**src/rtl/core/gaps_pkg.sv**
```systemverilog
// ----------------------------------------------------------------------------
// gaps_pkg
// Shared types, codes and constant tables for the grid A* path search core.
// ----------------------------------------------------------------------------
package gaps_pkg;

  // grid cell addressing: {row[2:0], col[2:0]}
  localparam int CELLS  = 64;
  localparam int CELL_W = 6;

  // Q12.8 costs
  localparam int COST_W = 20;
  localparam int KEY_W  = COST_W + CELL_W;
  localparam int HTAB_W = 12;
  localparam int HSUM_W = 13;
  localparam int HTAB_BITS = CELLS * HTAB_W;

  localparam logic [COST_W-1:0] QMAX          = 20'hFFFFF;
  localparam logic [COST_W-1:0] STEP_STRAIGHT = 20'd256;
  localparam logic [COST_W-1:0] STEP_DIAG     = 20'd362;
  localparam logic [HSUM_W-1:0] PENALTY       = 13'd2560;

  // opcodes
  localparam logic OP_LOAD   = 1'b0;
  localparam logic OP_SEARCH = 1'b1;

  // result status codes
  localparam logic [2:0] ST_PATH     = 3'd0;
  localparam logic [2:0] ST_RANGE    = 3'd1;
  localparam logic [2:0] ST_DST_BLK  = 3'd2;
  localparam logic [2:0] ST_SAME     = 3'd3;
  localparam logic [2:0] ST_NO_PATH  = 3'd4;
  localparam logic [2:0] ST_OVERFLOW = 3'd5;

  // controller to datapath commands
  typedef struct packed {
    logic       latch;
    logic       load_wr;
    logic       chk_rd_src;
    logic       chk_rd_dst;
    logic       set_single;
    logic [2:0] single_code;
    logic       init;
    logic       scan_start;
    logic       scan_rd;
    logic       scan_cmp;
    logic       pop_rd;
    logic       pop_wr;
    logic       nb_rd;
    logic       nb_eval;
    logic       nb_sum;
    logic       nb_ins;
    logic       k_inc;
    logic       nb_dst;
    logic       walk_rd;
    logic       walk_step;
    logic       emit_start;
    logic       emit_rd;
    logic       emit_ld;
    logic       emit_dec;
  } cmd_t;

  // datapath to controller status
  typedef struct packed {
    logic [2:0] chk_code;
    logic       open_empty;
    logic       scan_last;
    logic       nb_skip;
    logic       nb_dest;
    logic       nb_pass;
    logic       nb_better;
    logic       open_full;
    logic       k_last;
    logic       walk_stop;
    logic       emit_last;
  } sts_t;

  // round(256 * sqrt(n)), evaluated at elaboration only
  function automatic logic [HTAB_W-1:0] h_entry(input int unsigned n);
    logic [31:0] x;
    logic [31:0] res;
    logic [31:0] t;
    x   = n << 16;
    res = '0;
    for (int b = 11; b >= 0; b--) begin
      t = res | (32'd1 << b);
      if (t * t <= x) res = t;
    end
    if (x - res * res > res) res = res + 32'd1;
    return res[HTAB_W-1:0];
  endfunction

  // heuristic table indexed by {|drow|, |dcol|}
  function automatic logic [HTAB_BITS-1:0] h_table();
    logic [HTAB_BITS-1:0] tab;
    tab = '0;
    for (int a = 0; a < 8; a++) begin
      for (int b = 0; b < 8; b++) begin
        tab[(a * 8 + b) * HTAB_W +: HTAB_W] = h_entry(a * a + b * b);
      end
    end
    return tab;
  endfunction

  // neighbor row offset: N, S, E, W, NE, NW, SE, SW
  function automatic logic signed [4:0] nb_drow(input logic [2:0] k);
    case (k)
      3'd0, 3'd4, 3'd5: nb_drow = -5'sd1;
      3'd1, 3'd6, 3'd7: nb_drow = 5'sd1;
      default:          nb_drow = 5'sd0;
    endcase
  endfunction

  // neighbor column offset
  function automatic logic signed [4:0] nb_dcol(input logic [2:0] k);
    case (k)
      3'd2, 3'd4, 3'd6: nb_dcol = 5'sd1;
      3'd3, 3'd5, 3'd7: nb_dcol = -5'sd1;
      default:          nb_dcol = 5'sd0;
    endcase
  endfunction

endpackage

```
**src/rtl/core/gaps_ctrl.sv**
```systemverilog
// ----------------------------------------------------------------------------
// gaps_ctrl
// Controller state machine: sequences checks, open list scan, expansion, emit.
// ----------------------------------------------------------------------------
module gaps_ctrl (
  input  logic           clk,
  input  logic           rst,
  input  logic           in_valid,
  output logic           in_stall,
  input  logic           opcode,
  output logic           out_valid,
  input  logic           out_stall,
  output gaps_pkg::cmd_t cmd,
  input  gaps_pkg::sts_t sts
);
  import gaps_pkg::*;

  typedef enum logic [20:0] {
    S_IDLE       = 21'h000001,
    S_CHK_S      = 21'h000002,
    S_CHK_D      = 21'h000004,
    S_CHK_E      = 21'h000008,
    S_INIT       = 21'h000010,
    S_SCAN_START = 21'h000020,
    S_SCAN_RD    = 21'h000040,
    S_SCAN_CMP   = 21'h000080,
    S_POP_RD     = 21'h000100,
    S_POP_WR     = 21'h000200,
    S_NB_CHK     = 21'h000400,
    S_NB_EV      = 21'h000800,
    S_NB_SUM     = 21'h001000,
    S_NB_UPD     = 21'h002000,
    S_NB_NEXT    = 21'h004000,
    S_WALK_RD    = 21'h008000,
    S_WALK_CHK   = 21'h010000,
    S_EMIT_RD    = 21'h020000,
    S_EMIT_LD    = 21'h040000,
    S_EMIT_OUT   = 21'h080000,
    S_SINGLE_OUT = 21'h100000
  } state_t;

  state_t state, state_next;

  assign in_stall  = (state != S_IDLE);
  assign out_valid = (state == S_EMIT_OUT) || (state == S_SINGLE_OUT);

  always_ff @(posedge clk) begin
    if (rst) begin
      state <= S_IDLE;
    end else begin
      state <= state_next;
    end
  end

  // next state and datapath commands
  always_comb begin
    state_next = state;
    cmd        = '0;
    case (state)
      S_IDLE: begin
        if (in_valid) begin
          cmd.latch = 1'b1;
          if (opcode == OP_LOAD) begin
            cmd.load_wr = 1'b1;
          end else begin
            state_next = S_CHK_S;
          end
        end
      end
      S_CHK_S: begin
        cmd.chk_rd_src = 1'b1;
        state_next     = S_CHK_D;
      end
      S_CHK_D: begin
        cmd.chk_rd_dst = 1'b1;
        state_next     = S_CHK_E;
      end
      S_CHK_E: begin
        if (sts.chk_code != ST_PATH) begin
          cmd.set_single  = 1'b1;
          cmd.single_code = sts.chk_code;
          state_next      = S_SINGLE_OUT;
        end else begin
          state_next = S_INIT;
        end
      end
      S_INIT: begin
        cmd.init   = 1'b1;
        state_next = S_SCAN_START;
      end
      S_SCAN_START: begin
        if (sts.open_empty) begin
          cmd.set_single  = 1'b1;
          cmd.single_code = ST_NO_PATH;
          state_next      = S_SINGLE_OUT;
        end else begin
          cmd.scan_start = 1'b1;
          state_next     = S_SCAN_RD;
        end
      end
      S_SCAN_RD: begin
        cmd.scan_rd = 1'b1;
        state_next  = S_SCAN_CMP;
      end
      S_SCAN_CMP: begin
        cmd.scan_cmp = 1'b1;
        state_next   = sts.scan_last ? S_POP_RD : S_SCAN_RD;
      end
      S_POP_RD: begin
        cmd.pop_rd = 1'b1;
        state_next = S_POP_WR;
      end
      S_POP_WR: begin
        cmd.pop_wr = 1'b1;
        state_next = S_NB_CHK;
      end
      S_NB_CHK: begin
        if (sts.nb_skip) begin
          state_next = S_NB_NEXT;
        end else if (sts.nb_dest) begin
          cmd.nb_dst = 1'b1;
          state_next = S_WALK_RD;
        end else begin
          cmd.nb_rd  = 1'b1;
          state_next = S_NB_EV;
        end
      end
      S_NB_EV: begin
        if (sts.nb_pass) begin
          state_next = S_NB_NEXT;
        end else begin
          cmd.nb_eval = 1'b1;
          state_next  = S_NB_SUM;
        end
      end
      S_NB_SUM: begin
        cmd.nb_sum = 1'b1;
        state_next = S_NB_UPD;
      end
      S_NB_UPD: begin
        if (!sts.nb_better) begin
          state_next = S_NB_NEXT;
        end else if (sts.open_full) begin
          cmd.set_single  = 1'b1;
          cmd.single_code = ST_OVERFLOW;
          state_next      = S_SINGLE_OUT;
        end else begin
          cmd.nb_ins = 1'b1;
          state_next = S_NB_NEXT;
        end
      end
      S_NB_NEXT: begin
        if (sts.k_last) begin
          state_next = S_SCAN_START;
        end else begin
          cmd.k_inc  = 1'b1;
          state_next = S_NB_CHK;
        end
      end
      S_WALK_RD: begin
        cmd.walk_rd = 1'b1;
        state_next  = S_WALK_CHK;
      end
      S_WALK_CHK: begin
        if (sts.walk_stop) begin
          cmd.emit_start = 1'b1;
          state_next     = S_EMIT_RD;
        end else begin
          cmd.walk_step = 1'b1;
          state_next    = S_WALK_RD;
        end
      end
      S_EMIT_RD: begin
        cmd.emit_rd = 1'b1;
        state_next  = S_EMIT_LD;
      end
      S_EMIT_LD: begin
        cmd.emit_ld = 1'b1;
        state_next  = S_EMIT_OUT;
      end
      S_EMIT_OUT: begin
        if (!out_stall) begin
          if (sts.emit_last) begin
            state_next = S_IDLE;
          end else begin
            cmd.emit_dec = 1'b1;
            state_next   = S_EMIT_RD;
          end
        end
      end
      S_SINGLE_OUT: begin
        if (!out_stall) state_next = S_IDLE;
      end
      default: begin
        state_next = S_IDLE;
      end
    endcase
  end

endmodule

```
**config.mk**
```make
export PLATFORM = sky130hd
export DESIGN_NAME = gaps_ctrl
export DESIGN_NICKNAME = d
export VERILOG_FILES = /design/src/rtl/core/gaps_pkg.sv /design/src/rtl/core/gaps_ctrl.sv
export SDC_FILE = /design/constraint.sdc
export NUM_CORES = 1
export LEC_CHECK = 0
export ABC_AREA = 1
export BUFFER_PORTS_ARGS = -buffer_cell sky130_fd_sc_hd__clkbuf_2
export CAP_MARGIN = 25
export CELL_PAD_IN_SITES_DETAIL_PLACEMENT = 0
export CELL_PAD_IN_SITES_GLOBAL_PLACEMENT = 1
export CORE_MARGIN = 4
export CORE_UTILIZATION = 30
export DETAILED_ROUTE_END_ITERATION = 10
export GPL_ROUTABILITY_DRIVEN = 1
export PLACE_DENSITY_LB_ADDON = 0.1
export SYNTH_ARGS = -nofsm -noshare
export SYNTH_HDL_FRONTEND = slang
export SYNTH_SLANG_ARGS = --single-unit
export TNS_END_PERCENT = 50
```
**constraint.sdc**
```tcl
create_clock -name clk -period 3 [get_ports clk]
set_input_delay 0.75 -clock clk [delete_from_list [all_inputs] [get_ports clk]]
set_output_delay 0.75 -clock clk [all_outputs]
set_load 0.01 [all_outputs]
```
==> results.toml <==
[global_routing]
grt_pass1_wl_mm = 6.90
grt_pass1_vias = 1437
grt-ovfl-total = 0
grt_use_total_pct = 14.3
grt_max_degree = 20
antenna_found_initial = 0

[layout]
reg_top3 = "state (21)"
drive_above_1_share_pct = 25.3
top_register = "state"
largest_reg_flops = 21
diodes = 0
final_core_util_pct = 39.0
area_delta_synth_final_pct = 22.3
nets = 292
final_area_mm2 = 0.00176

[drt]
viasPerCell = 4.66
drc = 0
totalWireLength_mm = 4.18
ant_nets = 0
num_vias = 1516
drt_first_pass_iters = 4
wire_per_inst_um = 12.9
drt_iter0_drc = 89

[min_path]
holdPathStages = 2
hold_start = "state[0]"
hp-class = "reg -> reg"

[critical_path]
r2r_start = "state[10]"
crit_fanout = 10
crit_type = "reg -> out"
arrival_ns = 1.90
start_kind = "flip-flop"
crit_start = "state[20]"
endpoint_kind = "primary output"
crit_required_ns = 2.25
r2r_cells = 9

[clock_network]
post_cts_buffers = 0
hold_buffers = 0
worstSkewPairLatency_ns = 0.27
cts.sinks = 21
path_clk_slew_ns = 0.09
cts_buffer_depth = 2
cts-resized-gates = 0
h-tree-depth = 1
numCtsBuffers = 3
cts-root-buf = "clkbuf_8"
cts_tree = "yes"

[yosys]
netlist_area_mm2 = 0.00144
synthArstFlopShare_pct = 0
syn_inst = 227
ys_types = 30
synth_top_cell_by_area = "dfxtp_1"
syn_nets = 245
synth_flop_cell = "dfxtp_1"
synth_edf_count = 0
ys_top_cells_by_area = "dfxtp_1, nor2_1, inv_1"
yosys_register_bits = 21
yosys_warnings = 0
synth_most_common_cell = "nor2_1"
synthTopCellsByCount = "nor2_1, inv_1, nand2_1"
synth-seq-area-share_pct = 29.3
synth_top_cell_area_share_pct = 29.3
synth.avg_cell_area_um2 = 6.33

[timing]
fmax_mhz = 378
max_slew.worst_pin.slew_ns = 0.686
fin_crit_sh_pct = 88.2
finClkSkew_ns = 0.0115
hold_viol = 0
rsz0062_at_grt = "false"
layout_min_cycle_time_ns = 2.65
setup_viol = 0
setup_tns_ns = 0
relSlewSlack_pct = 54.1
slew_viol_final = 0

[place]
placedInstanceArea_mm2 = 0.00171
gp_congestion = 0.744
dp_hpwl_mm = 3.41
port_buffers = 45

[floorplan]
rows = 24
dieArea_mm2 = 0.00596
start_util_pct = 31.9
boundaryPins = 46
die_x_um = 77.2
die_h_um = 77.2
core-area_mm2 = 0.00450

[power]
p_leak_nw = 0.903
power.density_mw_per_mm2 = 592
ir_drop_mv = 0.200

[status]
outcome = "finished clean"

[run]
maxCapViolations = 0
worst max-delay path: stages, from the launching register on:
cell and delay [ns]:
dfxtp_1 0.37, or2_1 0.32, nor2_8 0.22, nand3_1 0.15, nor2_1 0.18, nand2_1 0.09, nor2_1 0.15, clkbuf_2 0.16
final timing paths:
check | to | slack, ns
min | state[0] | 0.53
min reg2reg | state[0] | 0.53
max | cmd[11] | 0.35
max reg2reg | state[20] | 0.93
metal layers:
metal | GRT usage, % | share of wire [%] | vias up
met5 | 0 | 0 | -
met4 | 3.20 | 0.45 | 0
met3 | 2.81 | 5.8 | 2
met2 | 20.5 | 38 | 43
met1 | 21.6 | 55 | 647
li1 | - | - | 824
placed cells by master (no fill, tap or decap), types with 5 or more instances in the layout:
master	instances
nand3_1	25
nor2_2	7
nor2_1	49
dfxtp_1	21
nand4_1	7
inv_1	37
nor4_1	5
a21oi_1	5
nor3_1	9
clkbuf_2	45
nand2_1	32
metrics by stage:
step	cells	total power, W	hold WS (ns)	setup slack [ns]
after floorplan	227	0.000737	0.484	0.880
after global placement	321	0.000860	0.508	0.619
after global routing	325	0.00112	0.562	0.170
final	325	0.00104	0.533	0.354
after CTS	325	0.00105	0.534	0.329
after detailed placement	321	0.000856	0.515	0.629
final cells by class:
cell class | count | area [um2]
fill | 503 | 2750
clock buffer | 3 | 41.3
multi-input combinational | 164 | 845
clock inverter | 1 | 7.51
sequential | 21 | 420
tap | 52 | 65.1
timing repair buffer | 46 | 233
inverter | 38 | 145
kinds of logic (layout without fill, tap and decap cells):
kind of cell	count (synthesis)	count (layout)	synth area share [%]
and+or+nand+nor	147	147	49.9
buffers and inverters	42	88	11.9
DFF	21	21	29.3
AOI/OAI and AO/OA	17	17	8.88
power breakdown:
part,internal (W),leakage [nW],switching (W)
clock network,0.0000938,0.0217,0.000101
logic,0.000160,0.711,0.000361
registers,0.000303,0.170,0.0000216
(Power assumes the default switching activity.)
